==> config.mk <==
export PLATFORM = sky130hd
export DESIGN_NAME = terminal_escape_parser_flat
export DESIGN_NICKNAME = d
export VERILOG_FILES = /design/src/hdl/tep_pkg.sv /design/src/hdl/tep_if.sv /design/src/hdl/terminal_escape_parser.sv /design/src/flat_wrapper.sv
export SDC_FILE = /design/constraint.sdc
export NUM_CORES = 1
export LEC_CHECK = 0
export ABC_AREA = 1
export BUFFER_PORTS_ARGS = -buffer_cell sky130_fd_sc_hd__buf_4
export CAP_MARGIN = 5
export CORE_AREA = 2 2 154 156
export DETAILED_ROUTE_END_ITERATION = 12
export DIE_AREA = 0 0 156 158
export GPL_TIMING_DRIVEN = 0
export PLACE_DENSITY = 0.56
export SYNTH_ARGS = -nofsm -noshare
export SYNTH_HDL_FRONTEND = slang
export SYNTH_SLANG_ARGS = --single-unit
==> constraint.sdc <==
create_clock -name clk -period 4.6 [get_ports clk]
set_input_delay 0.23 -clock clk [delete_from_list [all_inputs] [get_ports clk]]
set_output_delay 0.23 -clock clk [all_outputs]
set_load 0.05 [all_outputs]
==> src/hdl/tep_pkg.sv <==
// Shared types and codes for the terminal escape parser.
package tep_pkg;

    localparam int CHAR_W  = 8;
    localparam int CMD_W   = 3;
    localparam int ROW_W   = 6;
    localparam int COL_W   = 7;
    localparam int COLOR_W = 3;
    localparam int CFG_IDX_W  = 1;
    localparam int CFG_DATA_W = 8;

    localparam logic [CMD_W-1:0] CMD_NONE   = 3'd0;
    localparam logic [CMD_W-1:0] CMD_DRAW   = 3'd1;
    localparam logic [CMD_W-1:0] CMD_CLEAR  = 3'd2;
    localparam logic [CMD_W-1:0] CMD_SCROLL = 3'd3;
    localparam logic [CMD_W-1:0] CMD_COLOR  = 3'd4;
    localparam logic [CMD_W-1:0] CMD_BEEP   = 3'd5;

    localparam logic [COLOR_W-1:0] COLOR_NORMAL  = 3'd1;
    localparam logic [COLOR_W-1:0] COLOR_OTHER   = 3'd3;
    localparam logic [COLOR_W-1:0] COLOR_INVERSE = 3'd4;

    localparam logic [CFG_IDX_W-1:0] CFG_SCREEN_COLS = 1'b0;
    localparam logic [CFG_IDX_W-1:0] CFG_SCREEN_ROWS = 1'b1;

    typedef struct packed {
        logic [CMD_W-1:0]   command;
        logic [CHAR_W-1:0]  glyph_code;
        logic [ROW_W-1:0]   draw_row;
        logic [COL_W-1:0]   draw_col;
        logic [COLOR_W-1:0] color_code;
        logic [ROW_W-1:0]   cursor_row_now;
        logic [COL_W-1:0]   cursor_col_now;
        logic               last;
    } result_t;

endpackage

==> src/hdl/tep_if.sv <==
// Handshake channel interfaces: input bytes, result items, configuration writes.
interface tep_char_if;
    logic                       valid;
    logic                       ready;
    logic [tep_pkg::CHAR_W-1:0] char_code;

    modport source (output valid, output char_code, input ready);
    modport sink   (input valid, input char_code, output ready);
endinterface

interface tep_result_if;
    logic             valid;
    logic             ready;
    tep_pkg::result_t data;

    modport source (output valid, output data, input ready);
    modport sink   (input valid, input data, output ready);
endinterface

interface tep_cfg_if;
    logic                           valid;
    logic                           ready;
    logic [tep_pkg::CFG_IDX_W-1:0]  index;
    logic [tep_pkg::CFG_DATA_W-1:0] data;

    modport source (output valid, output index, output data, input ready);
    modport sink   (input valid, input index, input data, output ready);
endinterface

==> src/hdl/terminal_escape_parser.sv <==
// Terminal escape parser top level: byte parser, cursor state and result queue.
//
// Each console byte is taken into an input register, decoded against the
// cursor and parser state, and its one or two result items go into a two-entry result
// queue that drives the result channel. A byte that gives one result can be taken every
// cycle while the result channel keeps taking items; a byte that gives two (a draw at the
// right edge that scrolls) waits for an empty queue and holds the single result port for
// both items. A byte's first result reaches the port from the input register via the queue.
// Configuration writes are taken at any time (ready is always high) and apply to
// bytes decoded afterwards; register 0 is screen_cols, register 1 is screen_rows.
module terminal_escape_parser
(
    input  logic          clk,
    input  logic          rst_n,
    tep_char_if.sink      chars,
    tep_result_if.source  results,
    tep_cfg_if.sink       cfg
);

    localparam logic [2:0] MODE_NORMAL = 3'd0;
    localparam logic [2:0] MODE_ESC    = 3'd1;
    localparam logic [2:0] MODE_CSI    = 3'd2;
    localparam logic [2:0] MODE_ROW    = 3'd3;
    localparam logic [2:0] MODE_COL    = 3'd4;

    localparam logic [7:0] CH_BEL   = 8'd7;
    localparam logic [7:0] CH_BS    = 8'd8;
    localparam logic [7:0] CH_LF    = 8'd10;
    localparam logic [7:0] CH_FF    = 8'd12;
    localparam logic [7:0] CH_CR    = 8'd13;
    localparam logic [7:0] CH_SUB   = 8'd26;
    localparam logic [7:0] CH_ESC   = 8'd27;
    localparam logic [7:0] CH_PRINT = 8'd28;
    localparam logic [7:0] CH_SPACE = 8'h20;
    localparam logic [7:0] CH_ZERO  = 8'h30;
    localparam logic [7:0] CH_NINE  = 8'h39;
    localparam logic [7:0] CH_SEMI  = 8'h3B;
    localparam logic [7:0] CH_EQ    = 8'h3D;
    localparam logic [7:0] CH_H     = 8'h48;
    localparam logic [7:0] CH_J     = 8'h4A;
    localparam logic [7:0] CH_Y     = 8'h59;
    localparam logic [7:0] CH_LBRK  = 8'h5B;
    localparam logic [7:0] CH_M     = 8'h6D;

    // configuration
    logic [7:0] cols_reg;
    logic [6:0] rows_reg;

    // input register
    logic       in_valid_reg;
    logic [7:0] char_reg;

    // parser state
    logic [2:0] mode_reg, mode_next;
    logic [5:0] row_reg, row_next;
    logic [6:0] col_reg, col_next;
    logic [7:0] fp_reg, fp_next;
    logic [7:0] sp_reg, sp_next;
    logic       sel_reg, sel_next;

    // result queue
    tep_pkg::result_t q0_reg, q0_next, q1_reg, q1_next;
    logic [1:0]       count_reg, count_next;

    tep_pkg::result_t r0, r1;
    logic             two;
    logic [7:0]       eff_cols;
    logic [6:0]       eff_rows;
    logic [7:0]       arg;
    logic [7:0]       digit;
    logic             pop;
    logic [1:0]       cnt_pop;
    logic             room;
    logic             proc_fire;

    assign eff_cols = (cols_reg == 8'd0) ? 8'd1 : ((cols_reg > 8'd128) ? 8'd128 : cols_reg);
    assign eff_rows = (rows_reg == 7'd0) ? 7'd1 : ((rows_reg > 7'd64) ? 7'd64 : rows_reg);
    assign arg      = char_reg - CH_SPACE;
    assign digit    = char_reg - CH_ZERO;

    always_comb
    begin
        mode_next = mode_reg;
        row_next  = row_reg;
        col_next  = col_reg;
        fp_next   = fp_reg;
        sp_next   = sp_reg;
        sel_next  = sel_reg;
        two       = 1'b0;
        r0        = '0;
        r0.command = tep_pkg::CMD_NONE;
        case (mode_reg)
            MODE_ESC:
            begin
                mode_next = MODE_NORMAL;
                if (char_reg == CH_LBRK)
                begin
                    fp_next   = 8'd0;
                    sp_next   = 8'd0;
                    sel_next  = 1'b0;
                    mode_next = MODE_CSI;
                end
                else if (char_reg == CH_Y || char_reg == CH_EQ)
                begin
                    mode_next = MODE_ROW;
                end
                else if (char_reg == CH_SEMI)
                begin
                    row_next   = 6'd0;
                    col_next   = 7'd0;
                    r0.command = tep_pkg::CMD_CLEAR;
                end
            end
            MODE_CSI:
            begin
                if (char_reg >= CH_ZERO && char_reg <= CH_NINE)
                begin
                    // p*10 + d, wraps at 256
                    if (sel_reg)
                        sp_next = (sp_reg << 3) + (sp_reg << 1) + digit;
                    else
                        fp_next = (fp_reg << 3) + (fp_reg << 1) + digit;
                end
                else if (char_reg == CH_SEMI)
                begin
                    sel_next = 1'b1;
                end
                else
                begin
                    mode_next = MODE_NORMAL;
                    if (char_reg == CH_H)
                    begin
                        row_next = (fp_reg >= {1'b0, eff_rows}) ? 6'd0 : fp_reg[5:0];
                        col_next = (sp_reg >= eff_cols) ? 7'd0 : sp_reg[6:0];
                    end
                    else if (char_reg == CH_J)
                    begin
                        if (fp_reg == 8'd2)
                            r0.command = tep_pkg::CMD_CLEAR;
                    end
                    else if (char_reg == CH_M)
                    begin
                        r0.command = tep_pkg::CMD_COLOR;
                        if (fp_reg == 8'd0)
                            r0.color_code = tep_pkg::COLOR_NORMAL;
                        else if (fp_reg == 8'd7)
                            r0.color_code = tep_pkg::COLOR_INVERSE;
                        else
                            r0.color_code = tep_pkg::COLOR_OTHER;
                    end
                end
            end
            MODE_ROW:
            begin
                fp_next   = (arg >= {1'b0, eff_rows}) ? 8'd0 : arg;
                mode_next = MODE_COL;
            end
            MODE_COL:
            begin
                col_next  = (arg >= eff_cols) ? 7'd0 : arg[6:0];
                row_next  = fp_reg[5:0];
                mode_next = MODE_NORMAL;
            end
            default:
            begin
                mode_next = MODE_NORMAL;
                if (char_reg == CH_ESC)
                begin
                    mode_next = MODE_ESC;
                end
                else if (char_reg == CH_BEL)
                begin
                    r0.command = tep_pkg::CMD_BEEP;
                end
                else if (char_reg == CH_LF)
                begin
                    r0.command = tep_pkg::CMD_NONE;
                end
                else if (char_reg < CH_PRINT && char_reg == CH_BS)
                begin
                    if (col_reg != 7'd0)
                    begin
                        col_next = col_reg - 7'd1;
                    end
                    else if (row_reg != 6'd0)
                    begin
                        row_next = row_reg - 6'd1;
                        col_next = 7'(eff_cols - 8'd1);
                    end
                end
                else if (char_reg == CH_FF || char_reg == CH_SUB)
                begin
                    row_next   = 6'd0;
                    col_next   = 7'd0;
                    r0.command = tep_pkg::CMD_CLEAR;
                end
                else if (char_reg == CH_CR)
                begin
                    col_next = 7'd0;
                    if ({1'b0, row_reg} + 7'd1 >= eff_rows)
                        r0.command = tep_pkg::CMD_SCROLL;
                    else
                        row_next = row_reg + 6'd1;
                end
                else
                begin
                    r0.command  = tep_pkg::CMD_DRAW;
                    r0.glyph_code = char_reg;
                    r0.draw_row = row_reg;
                    r0.draw_col = col_reg;
                    if ({1'b0, col_reg} + 8'd1 >= eff_cols)
                    begin
                        col_next = 7'd0;
                        if ({1'b0, row_reg} + 7'd1 >= eff_rows)
                            two = 1'b1;
                        else
                            row_next = row_reg + 6'd1;
                    end
                    else
                    begin
                        col_next = col_reg + 7'd1;
                    end
                end
            end
        endcase
        r0.cursor_row_now = row_next;
        r0.cursor_col_now = col_next;
        r0.last           = !two;
        r1                = '0;
        r1.command        = tep_pkg::CMD_SCROLL;
        r1.cursor_row_now = row_next;
        r1.cursor_col_now = col_next;
        r1.last           = 1'b1;
    end

    assign pop       = results.valid && results.ready;
    assign cnt_pop   = count_reg - {1'b0, pop};
    assign room      = two ? (cnt_pop == 2'd0) : (cnt_pop != 2'd2);
    assign proc_fire = in_valid_reg && room;

    assign chars.ready   = !in_valid_reg || proc_fire;
    assign results.valid = (count_reg != 2'd0);
    assign results.data  = q0_reg;
    assign cfg.ready     = 1'b1;

    always_comb
    begin
        q0_next    = q0_reg;
        q1_next    = q1_reg;
        count_next = cnt_pop;
        if (pop)
            q0_next = q1_reg;
        if (proc_fire)
        begin
            if (cnt_pop == 2'd0)
            begin
                q0_next = r0;
                q1_next = r1;
            end
            else
            begin
                q1_next = r0;
            end
            count_next = cnt_pop + (two ? 2'd2 : 2'd1);
        end
    end

    always_ff @(posedge clk or negedge rst_n)
    begin
        if (!rst_n)
        begin
            cols_reg     <= 8'd64;
            rows_reg     <= 7'd25;
            in_valid_reg <= 1'b0;
            mode_reg     <= MODE_NORMAL;
            row_reg      <= 6'd0;
            col_reg      <= 7'd0;
            fp_reg       <= 8'd0;
            sp_reg       <= 8'd0;
            sel_reg      <= 1'b0;
            count_reg    <= 2'd0;
        end
        else
        begin
            if (cfg.valid && cfg.ready)
            begin
                case (cfg.index)
                    tep_pkg::CFG_SCREEN_COLS: cols_reg <= cfg.data;
                    tep_pkg::CFG_SCREEN_ROWS: rows_reg <= cfg.data[6:0];
                    default: ;
                endcase
            end
            if (chars.ready)
                in_valid_reg <= chars.valid;
            if (proc_fire)
            begin
                mode_reg <= mode_next;
                row_reg  <= row_next;
                col_reg  <= col_next;
                fp_reg   <= fp_next;
                sp_reg   <= sp_next;
                sel_reg  <= sel_next;
            end
            count_reg <= count_next;
        end
    end

    always_ff @(posedge clk)
    begin
        if (chars.valid && chars.ready)
            char_reg <= chars.char_code;
        q0_reg <= q0_next;
        q1_reg <= q1_next;
    end

    a_count_max: assert property (@(posedge clk) disable iff (!rst_n)
        count_reg != 2'd3)
        else $error("result queue overfilled");

    a_not_last_is_draw: assert property (@(posedge clk) disable iff (!rst_n)
        results.valid && !results.data.last |->
            results.data.command == tep_pkg::CMD_DRAW && count_reg == 2'd2)
        else $error("non-final result without its scroll behind it");

    a_scroll_follows: assert property (@(posedge clk) disable iff (!rst_n)
        pop && !results.data.last |=>
            results.valid && results.data.command == tep_pkg::CMD_SCROLL && results.data.last)
        else $error("scroll result missing after wrap draw");

    a_held_item: assert property (@(posedge clk) disable iff (!rst_n)
        in_valid_reg && !proc_fire |=> in_valid_reg && $stable(char_reg))
        else $error("pending item lost");

endmodule
==> src/flat_wrapper.sv <==
// flat-port wrapper written by rule: the top's interface ports become plain ports
module terminal_escape_parser_flat 
  (clk, rst_n, chars_valid, chars_char_code, chars_ready, results_valid, results_data, results_ready, cfg_valid, cfg_index, cfg_data, cfg_ready);
  tep_char_if chars_i ();
  tep_result_if results_i ();
  tep_cfg_if cfg_i ();
  input  logic clk;
  input  logic rst_n;
  input wire logic [$bits(chars_i.valid)-1:0] chars_valid;
  input wire logic [$bits(chars_i.char_code)-1:0] chars_char_code;
  output wire logic [$bits(chars_i.ready)-1:0] chars_ready;
  output wire logic [$bits(results_i.valid)-1:0] results_valid;
  output wire logic [$bits(results_i.data)-1:0] results_data;
  input wire logic [$bits(results_i.ready)-1:0] results_ready;
  input wire logic [$bits(cfg_i.valid)-1:0] cfg_valid;
  input wire logic [$bits(cfg_i.index)-1:0] cfg_index;
  input wire logic [$bits(cfg_i.data)-1:0] cfg_data;
  output wire logic [$bits(cfg_i.ready)-1:0] cfg_ready;
  assign chars_i.valid = chars_valid;
  assign chars_i.char_code = chars_char_code;
  assign chars_ready = chars_i.ready;
  assign results_valid = results_i.valid;
  assign results_data = results_i.data;
  assign results_i.ready = results_ready;
  assign cfg_i.valid = cfg_valid;
  assign cfg_i.index = cfg_index;
  assign cfg_i.data = cfg_data;
  assign cfg_ready = cfg_i.ready;
  terminal_escape_parser u_core (.clk(clk), .rst_n(rst_n), .chars(chars_i), .results(results_i), .cfg(cfg_i));
endmodule
==> results of run 1 <==
[power breakdown]
group / internal (uW) / leakage [uW] / total [uW] / switching, uW
Clock: 814 / 0.000283 / 1440 / 622
Sequential: 1930 / 0.00149 / 2240 / 314
Combinational: 1320 / 0.00389 / 4550 / 3240
Total: 4060 / 0.00566 / 8240 / 4170
[what timing repair did]
item	CTS	global route
gates resized for setup	0	0
setup buffers	0	0
hold endpoints to repair	55	1
hold buffers	9	1
[per-stage QoR]
step                      setup slack [ns]  instance area, um^2
after global routing                0.0515                11300
after floorplan                       1.38                 9770
after CTS                            0.443                11300
final                                0.330                11300
after global placement               0.478                10600
after detailed placement             0.468                10600
[layer usage]
layer	part of all wire (%)	vias to the layer above	GRT usage [%]
met2	47	237	43.8
met4	2.2	0	7.86
met3	4.4	35	3.45
met5	0	-	0
li1	-	4564	-
met1	46	4197	34.2
[worst max path at each step]
stage | to | start | slack [ns] | cells after the start
after global routing | u_core.q1_reg[7] | u_core.row_reg[2] | 0.05 | 17
after floorplan | u_core.q1_reg[0] | u_core.count_reg[0] | 1.38 | 13
after global placement | u_core.q1_reg[17] | u_core.row_reg[2] | 0.48 | 17
after CTS | u_core.q1_reg[2] | u_core.row_reg[2] | 0.44 | 17
after detailed placement | u_core.q1_reg[18] | u_core.row_reg[2] | 0.47 | 17
final | u_core.q1_reg[4] | u_core.row_reg[2] | 0.33 | 17
[cells in the final DEF (no fill, tap or decap), types with 17 or more instances in the layout]
cell type and instances:
a21oi_1 60, buf_4 68, clkbuf_1 29, clkbuf_16 17, dfrtp_1 47, dfxtp_1 41, edfxtp_1 49, ha_1 73
inv_1 140, nand2_1 462, nand2_2 18, nand3_1 83, nand4_1 22, nor2_1 115, nor3_1 24, o21ai_0 49
xor2_1 21
[logic make-up after synthesis]
| kind of cell | count (synthesis) | share of synthesized area [%] |
|---|---|---|
| buffers and inverters | 198 | 8.18 |
| and+or+nand+nor | 750 | 32.6 |
| AOI/OAI and AO/OA | 155 | 8.78 |
| other | 1 | 0.0384 |
| xor gates and xnor gates | 27 | 2.42 |
| DFF | 141 | 36.6 |
| adders and majority gates | 83 | 11.4 |
[worst min-delay path, cell delays in order]
cell and delay, ns:
buf_4 0.11, inv_1 0.05, o21ai_0 0.08
[area by class of cell]
cell class / instances / share of cell area, %
inverter: 155 / 5.17
sequential: 141 / 31.6
multi-input combinational: 1016 / 47.8
clock buffer: 19 / 3.83
buffer: 43 / 1.90
tap: 290 / 3.21
timing repair buffer: 74 / 5.14
clock inverter: 13 / 1.37
==> results.txt, run 1 <==
status = complete, no violations
register bit total from synthesis = 141
Nets = 1553
WL/cell = 17.5 um
P per Cell Area = 729 nW/um^2
layout cells sized above 1 = 11.0%
Mapped Area = 9770 um^2
setup violators final = 0
Seq/Total Area, Yosys = 36.6%
number of global-route vias before repair = 8566
worst IR drop on VDD = 0.397 mV
post-route ant nets = 0
buffers added on ports = 64
Post-synth EDFFs = 49
# fillers = 2374
Final Wtd Congestion = 0.944
via/cell ratio = 5.16
syn_nets = 1460
area of the multi-input gates = 5400 um^2
fmax = 0.234 GHz
core area = 23100 um^2
Cell Rows = 56
delay-heaviest family, CP = simple AND/OR/NAND/NOR gates
Worst Hold Launch = cfg_data[6]
Reg clk slew, reported paths = 0.07 ns
critical path's largest stage delay = 0.58 ns
fin. max-slew vios = 0
Ports = 66
Worst Setup End Kind = flop
maxcap violations = 0
Worst-Margin Slew = 0.826 ns
min-delay worst type = in2reg
Register Area = 3570 um^2
Yosys top cell by area = nand2_1
Synth Flop Type = edfxtp_1
Critical Path Most Common Cell = nor2_1
Syn Area/Cell = 7.21 um^2
Hold Vio Cnt, Final = 0
crit start category = flop
worst path required time = 4.66 ns
yosys synthesis warning count = 0
Setup TNS = 0 ns
Initial Util = 42.4%
total power = 8240 uW
WL final = 30700 um
Lkg Pwr = 0.00566 uW
worst hold path depth = 3
crit path max-delay cell type = buf_4
synth cell count leaders = 462 x nand2_1, 140 x inv_1, 115 x nor2_1, 83 x nand3_1, 73 x ha_1
Reg2Reg Setup Slack = 0.33 ns
crit path time final = 4.27 ns
Vert. Die Dim = 158 um
RSZ-0062 raised after global routing = false
R2R cell count = 17
maximum root-to-sink buffer count = 2
clock latency on the worst-skew pair = 0.43 ns
max_slew headroom = 44.9%
Layout Skew = 0.0121 ns
antenna violations before repair = 0
synth unique cells = 52
share of the synthesized area in the top cell type = 17.7%
placed cell count = 1709
Pre-antenna DRT Iters = 6
global-route wire length before repair = 48100 um
post-DP HPWL = 23200 um
global route overflow = 0
pin count of the biggest net entering global routing = 52
FF-to-FF Start = u_core.row_reg[2]
drt drc = 0
diode count = 0
fin cells = 1751
GR Util All Layers = 25.7%
Synth async-reset ratio = 36.2%
Core Util, Final = 49.0%
DIE WIDTH = 156 um
clk sinks = 141
Post-Syn Instances = 1355
CTS tree = yes
Min Hold Slack = 0.0412 ns
top post-synthesis cells by area = nand2_1 18%, edfxtp_1 15%, dfrtp_1 12%
initial DRC count = 723
critical path class = reg2reg
WP data arrival = 4.33 ns
Worst Hold End = u_core.cols_reg[6]
CP cell instances = clkbuf_1, nand3_1, nor2_1, nand2_1, xor2_1, inv_1, ha_1, nand2_1, nor2_1, nor2_1, nand2_1, nor2_1, nor2_2, nand4_4, nand3_4, inv_4, buf_4
worst-path maximum fanout = 50
fin crit share = 92.8%
CTS Buf Count = 17
DIE AREA = 24600 um^2
WP buf/inv = 4
P&R area growth vs syn = 15.7%
CTS Root Cell = clkbuf_16
via count = 9033
cell with the most instances after synthesis = nand2_1
Reg2Reg Capture Point = u_core.q1_reg[4]
H-tree depth = 4
Note: power is estimated with default switching activity, not from simulation.
==> run 2, diff against run 1 <==
--- a/config.mk
+++ b/config.mk
@@ -11,7 +11,6 @@
 export CORE_AREA = 2 2 154 156
 export DETAILED_ROUTE_END_ITERATION = 12
 export DIE_AREA = 0 0 156 158
-export GPL_TIMING_DRIVEN = 0
 export PLACE_DENSITY = 0.56
 export SYNTH_ARGS = -nofsm -noshare
 export SYNTH_HDL_FRONTEND = slang
==> run 2 against run 1 <==
Sequential cell count unchanged. Fmax up 15%. Combinational power down 3%. Via count down 1.8%. Routed wire length down 4.1%. Worst setup slack better by 0.54 ns.
==> results.txt, run 2 (synthesis results as in run 1) <==
crit path time final = 3.73 ns (-0.544 ns)
buffers added on ports = 64 (unchanged)
DIE WIDTH = 156 um (unchanged)
pin count of the biggest net entering global routing = 62 (+19%)
CP cell instances = clkinv_1, nor2_1, nand2_1, xor2_1, inv_1, ha_1, nand2_1, nor2_1, nor2_1, nand2_1, nor2_1, nor2_2, nand4_4, nand3_4, inv_4, buf_12
clk sinks = 141 (unchanged)
diode count = 0 (unchanged)
drt drc = 0 (unchanged)
worst path required time = 4.71 ns (+0.05 ns)
crit path max-delay cell type = dfrtp_1
critical path's largest stage delay = 0.50 ns (-0.08 ns)
hold_buf cts = 10 (+1)
Vert. Die Dim = 158 um (unchanged)
H-tree depth = 4 (unchanged)
Pre-antenna DRT Iters = 5 (-1)
Ports = 66 (unchanged)
core area = 23100 um^2 (unchanged)
Layout Skew = 0.0174 ns (+0.00530 ns)
Hold Vio Cnt, Final = 0 (unchanged)
status = complete, no violations
RSZ-0062 raised after global routing = false
sw frac = 50.9% (+0.21 points)
Worst Setup End Kind = flop
fin worst setup slack = 0.874 ns (+0.544 ns)
fmax = 0.268 GHz (+15%)
global route overflow = 0 (unchanged)
Cell Int Power = 3940 uW (-3.0%)
WL final = 29400 um (-4.1%)
clock latency on the worst-skew pair = 0.43 ns (about the same)
global-route wire length before repair = 46500 um (-3.5%)
worst IR drop on VDD = 0.312 mV (-21%)
number of global-route vias before repair = 8307 (-3.0%)
P_sw = 4080 uW (-2.1%)
Clock power frac = 17.2% (-0.2 points)
Reg power frac = 28.0% (+0.7 points)
CTS Buf Count = 17 (unchanged)
placed cell count = 1681 (-1.6%)
fin crit share = 81.0% (-12 points)
post-route ant nets = 0 (unchanged)
dpl ws = 0.883 ns (+0.415 ns)
commonest cells after routing, fill and taps aside = 462 x nand2_1, 140 x inv_1, 115 x nor2_1
Logic pwr share = 54.8% (-0.5 points)
Post-CTS Setup Inserts = 0 (unchanged)
Cell Rows = 56 (unchanged)
maximum root-to-sink buffer count = 2 (unchanged)
CTS resizes = 0 (unchanged)
antenna violations before repair = 0 (unchanged)
Lkg Pwr = 0.00563 uW (-0.62%)
CTS Root Cell = clkbuf_16
critical path class = reg2reg
Min Hold Slack = 0.0349 ns (-0.00622 ns)
fin cells = 1723 (-1.6%)
post-DP HPWL = 21700 um (-6.4%)
Nets = 1525 (-1.8%)
delay-heaviest family, CP = simple AND/OR/NAND/NOR gates
maxcap violations = 0 (unchanged)
WP data arrival = 3.83 ns (-0.50 ns)
P per Cell Area = 717 nW/um^2 (-1.6%)
CTS tree = yes
setup violators final = 0 (unchanged)
via/cell ratio = 5.15 (-0.24%)
Initial Util = 42.4% (unchanged)
P&R area growth vs syn = 14.6%
via count = 8867 (-1.8%)
WL/cell = 17.1 um (-2.5%)
Critical Path Most Common Cell = nor2_1
DIE AREA = 24600 um^2 (unchanged)
WP buf/inv = 4 (unchanged)
Setup TNS = 0 ns (unchanged)
min-delay worst type = in2reg
commonest non-fill, non-tap cell in the layout = nand2_1
crit start category = flop
initial DRC count = 797 (+10%)
max_slew headroom = 35.6% (-9.3 points)
fin. max-slew vios = 0 (unchanged)
layout cells sized above 1 = 11.4% (+0.35 points)
worst-path maximum fanout = 45 (-10%)
Reg clk slew, reported paths = 0.08 ns (about the same)
Worst-Margin Slew = 0.965 ns (+0.139 ns)
Final Wtd Congestion = 0.969 (+2.6%)
GR Util All Layers = 24.6% (-1.1 points)
## run 2: cell types whose count changed in the layout (fill, tap and decap cells not counted), sizes merged
| cell | change |
|---|---|
| buf | -1 |
| bufinv | -2 |
| clkbuf | -29 |
| clkinv | +2 |
| clkinvlp | -1 |
| inv | +3 |
## run 2: final cells by class
class | count | area [um^2]
tap | 290 | 363
timing repair buffer | 89 | 706
sequential | 141 | 3570
clock inverter | 15 | 144
inverter | 155 | 584
fill | 2354 | 11900
clock buffer | 17 | 425
multi-input combinational | 1016 | 5400
## run 2: metal layers
| layer | up-vias | track usage, % | wire [um] |
|---|---|---|---|
| met1 | 4070 | 33.7 | 13900 |
| met5 | - | 0 | 0 |
| met4 | 0 | 7.51 | 681 |
| li1 | 4530 | - | - |
| met2 | 221 | 40.1 | 13600 |
| met3 | 46 | 4.02 | 1270 |
## run 2: metrics by stage
step	utilization, %	instance area [um^2]	power (uW)
after floorplan	-	9770	5380
final	48.6	11200	8030
after detailed placement	45.7	10500	6660
after global routing	48.6	11200	8640
after CTS	48.6	11200	8060
after global placement	45.7	10500	6630
## run 2: final timing paths
kind,cells past startpoint,endpoint,from,slack (ns)
setup / recovery,16,u_core.q1_reg[23],u_core.row_reg[3],0.87
hold / removal,3,u_core.cols_reg[6],cfg_data[6],0.03
setup reg to reg,16,u_core.q1_reg[23],u_core.row_reg[3],0.87
hold reg to reg,2,u_core.sel_reg,u_core.sel_reg,0.47
max in group asynchronous,2,u_core.in_valid_reg,rst_n,3.69
min in group asynchronous,2,u_core.cols_reg[4],rst_n,0.40
## run 2: power by group through the flow
stage,Clock [uW],Combinational [uW],Sequential (uW)
floorplan,0,2650,2730
global placement,0,4360,2260
detailed placement,0,4390,2270
CTS,1390,4420,2250
global route,1440,4890,2300
finish,1380,4400,2250
## run 2: worst min-delay path: cells and delay by family
kind / cells / cell delay, ns
AO/OA/AOI/OAI: 1 / 0.08
buffers and inverters: 2 / 0.15
==> run 3, diff against run 2 <==
--- a/config.mk
+++ b/config.mk
@@ -11,7 +11,7 @@
 export CORE_AREA = 2 2 154 156
 export DETAILED_ROUTE_END_ITERATION = 12
 export DIE_AREA = 0 0 156 158
-export PLACE_DENSITY = 0.56
+export PLACE_DENSITY = 0.58
 export SYNTH_ARGS = -nofsm -noshare
 export SYNTH_HDL_FRONTEND = slang
 export SYNTH_SLANG_ARGS = --single-unit
==> constraint.sdc (replaced) <==
create_clock -name clk -period 3.1 [get_ports clk]
set_input_delay 0.155 -clock clk [delete_from_list [all_inputs] [get_ports clk]]
set_output_delay 0.155 -clock clk [all_outputs]
set_load 0.05 [all_outputs]
==> run 3 against run 2 <==
First-iteration DRC count is 5.3% lower. Hold slack worse by 0.030 ns. Worst setup slack worse by 0.79 ns. Cell count is 3.5% higher. Clock power is 52% higher. Via count is 3.6% higher. Routed wire length is 0.31% lower. Clock skew is 0.0033 ns lower. Count of clock-buffer cells in the layout is 1 higher. Combinational power is 63% higher. Fmax is 23% higher. Highest routed layer unchanged.
==> results.txt, run 3 (synthesis results as in run 1) <==
status = complete, no violations
Reg power frac = 25.9% (-2.1 points)
DIE WIDTH = 156 um (unchanged)
critical path class = reg2reg
Worst Setup End Kind = flop
antenna violations before repair = 0 (unchanged)
crit start category = flop
core area = 23100 um^2 (unchanged)
pin count of the biggest net entering global routing = 62 (unchanged)
clk sinks = 141 (unchanged)
P_sw = 6150 uW (+51%)
CTS Root Cell = clkbuf_16
Ports = 66 (unchanged)
placed cell count = 1732 (+3.0%)
Logic pwr share = 57.3% (+2.5 points)
commonest cells after routing, fill and taps aside = 455 x nand2_1, 138 x inv_1, 131 x buf_4
Lkg Pwr = 0.00593 uW (+5.4%)
RSZ-0062 raised after global routing = false
DIE AREA = 24600 um^2 (unchanged)
via/cell ratio = 5.15 (about the same)
max_slew headroom = 52.2% (+17 points)
worst-path maximum fanout = 4 (-91%)
Nets = 1585 (+3.9%)
CTS Buf Count = 17 (unchanged)
Final Wtd Congestion = 0.923 (-4.7%)
Worst Hold Launch = cfg_data[3]
global route overflow = 0 (unchanged)
via count = 9183 (+3.6%)
crit path time final = 3.02 ns (-0.706 ns)
worst IR drop on VDD = 0.560 mV (+79%)
sw frac = 49.1% (-1.8 points)
clock latency on the worst-skew pair = 0.44 ns (about the same)
post-route ant nets = 0 (unchanged)
post-DP HPWL = 21900 um (+0.76%)
P per Cell Area = 1060 nW/um^2 (+48%)
CTS tree = yes
WL final = 29300 um (-0.31%)
maxcap violations = 0 (unchanged)
Initial Util = 42.4% (unchanged)
Cell Rows = 56 (unchanged)
WP data arrival = 3.16 ns (-0.67 ns)
Worst-Margin Slew = 0.717 ns (-0.249 ns)
Reg2Reg Setup Slack = 0.08 ns (-0.79 ns)
min-delay worst type = in2reg
buffers added on ports = 64 (unchanged)
P&R area growth vs syn = 20.5%
R2R cell count = 13 (-3)
fin cells = 1783 (+3.5%)
H-tree depth = 4 (unchanged)
Worst Hold End = u_core.rows_reg[3]
fmax = 0.331 GHz (+23%)
Pre-antenna DRT Iters = 7 (+2)
Setup TNS = 0 ns (unchanged)
Cell Int Power = 6370 uW (+62%)
layout cells sized above 1 = 16.1% (+4.7 points)
GR Util All Layers = 24.4% (-0.20 points)
commonest non-fill, non-tap cell in the layout = nand2_1
Reg2Reg Capture Point = u_core.q1_reg[2]
drt drc = 0 (unchanged)
Hold Vio Cnt, Final = 0 (unchanged)
Layout Skew = 0.0141 ns (-0.00326 ns)
initial DRC count = 755 (-5.3%)
global-route wire length before repair = 46400 um (-0.10%)
Reg clk slew, reported paths = 0.08 ns (about the same)
Clock power frac = 16.7% (-0.5 points)
maximum root-to-sink buffer count = 2 (unchanged)
diode count = 0 (unchanged)
Vert. Die Dim = 158 um (unchanged)
worst path required time = 3.24 ns (-1.47 ns)
number of global-route vias before repair = 8426 (+1.4%)
worst hold path depth = 3 (unchanged)
FF-to-FF Start = u_core.char_reg[5]
fin. max-slew vios = 0 (unchanged)
fin crit share = 97.4% (+16 points)
setup violators final = 0 (unchanged)
WL/cell = 16.4 um (-3.7%)
worst setup path start = u_core.char_reg[5]
## run 3: cell types whose count changed in the layout (fill, tap and decap cells not counted), moves of 3 or more
cell,before,now
dlygate4sd3_1,10,14
nand2_1,462,455
nand2_2,18,25
dfrtp_2,0,3
nor2_1,115,112
buf_4,78,131
dfrtp_1,47,44
## run 3: final cells by class
| type | instances | area, um^2 |
|---|---|---|
| Timing Repair Buffer | 149 | 1190 |
| Sequential cell | 141 | 3580 |
| Multi-Input combinational cell | 1016 | 5480 |
| Tap cell | 290 | 363 |
| Clock inverter | 14 | 148 |
| Inverter | 155 | 587 |
| Clock buffer | 18 | 429 |
| Fill cell | 2304 | 11300 |
## run 3: critical path, cell delays in order, from the launching register on
cell and delay, ns:
edfxtp_1 0.48, inv_1 0.10, ha_1 0.23, xnor2_1 0.33, inv_1 0.11, ha_1 0.31
nand2_1 0.06, nor2_1 0.19, nand4_1 0.15, nand3_1 0.18, buf_4 0.14, nor3_1 0.04
nor3_1 0.19, nand2_1 0.20
## run 3: worst max path at each step
stage | end | slack (ns) | depth (start not counted)
floorplan | u_core.q1_reg[0] | 0.04 | 13
global placement | u_core.q1_reg[19] | 0.16 | 13
detailed placement | u_core.q1_reg[18] | 0.10 | 13
CTS | chars_ready | 0.002 | 13
global route | chars_ready | 0.006 | 15
finish | u_core.q1_reg[2] | 0.08 | 13
## run 3: metrics by stage
stage	worst slack [ns]	util, %	hold slack [ns]	total power (uW)	area (um^2)
after global routing	0.00607	51.1	0.0280	13500	11800
after floorplan	0.0446	-	-0.141	8010	9780
after detailed placement	0.101	47.4	0.262	10200	10900
after CTS	0.00176	50.6	0.00710	12400	11700
final	0.0797	51.1	0.00459	12500	11800
after global placement	0.161	47.4	0.258	10200	10900
## run 3: timing repair
action / in CTS / in global routing
hold endpoints to repair: 60 / 0
endpoints found under the setup margin: 1 / 63
cloned: 0 / 0
setup buffers: 0 / 5
pin swaps: 2 / 4
hold buffers: 14 / 0
gates resized for setup: 3 / 24
## run 3: routing by layer
metal / vias up / global-route usage, % / wire length [um]
met5: - / 0 / 0
met4: 0 / 6.60 / 557
met3: 37 / 3.39 / 1400
li1: 4640 / - / -
met2: 248 / 39.7 / 13600
met1: 4258 / 34.2 / 13700
## run 3: power groups by stage
stage / Clock (uW) / Combinational, uW / Sequential [uW]
global route: 2200 / 7990 / 3320
floorplan: 0 / 3960 / 4050
CTS: 2130 / 7040 / 3240
global placement: 0 / 6930 / 3260
finish: 2100 / 7180 / 3250
detailed placement: 0 / 6960 / 3270
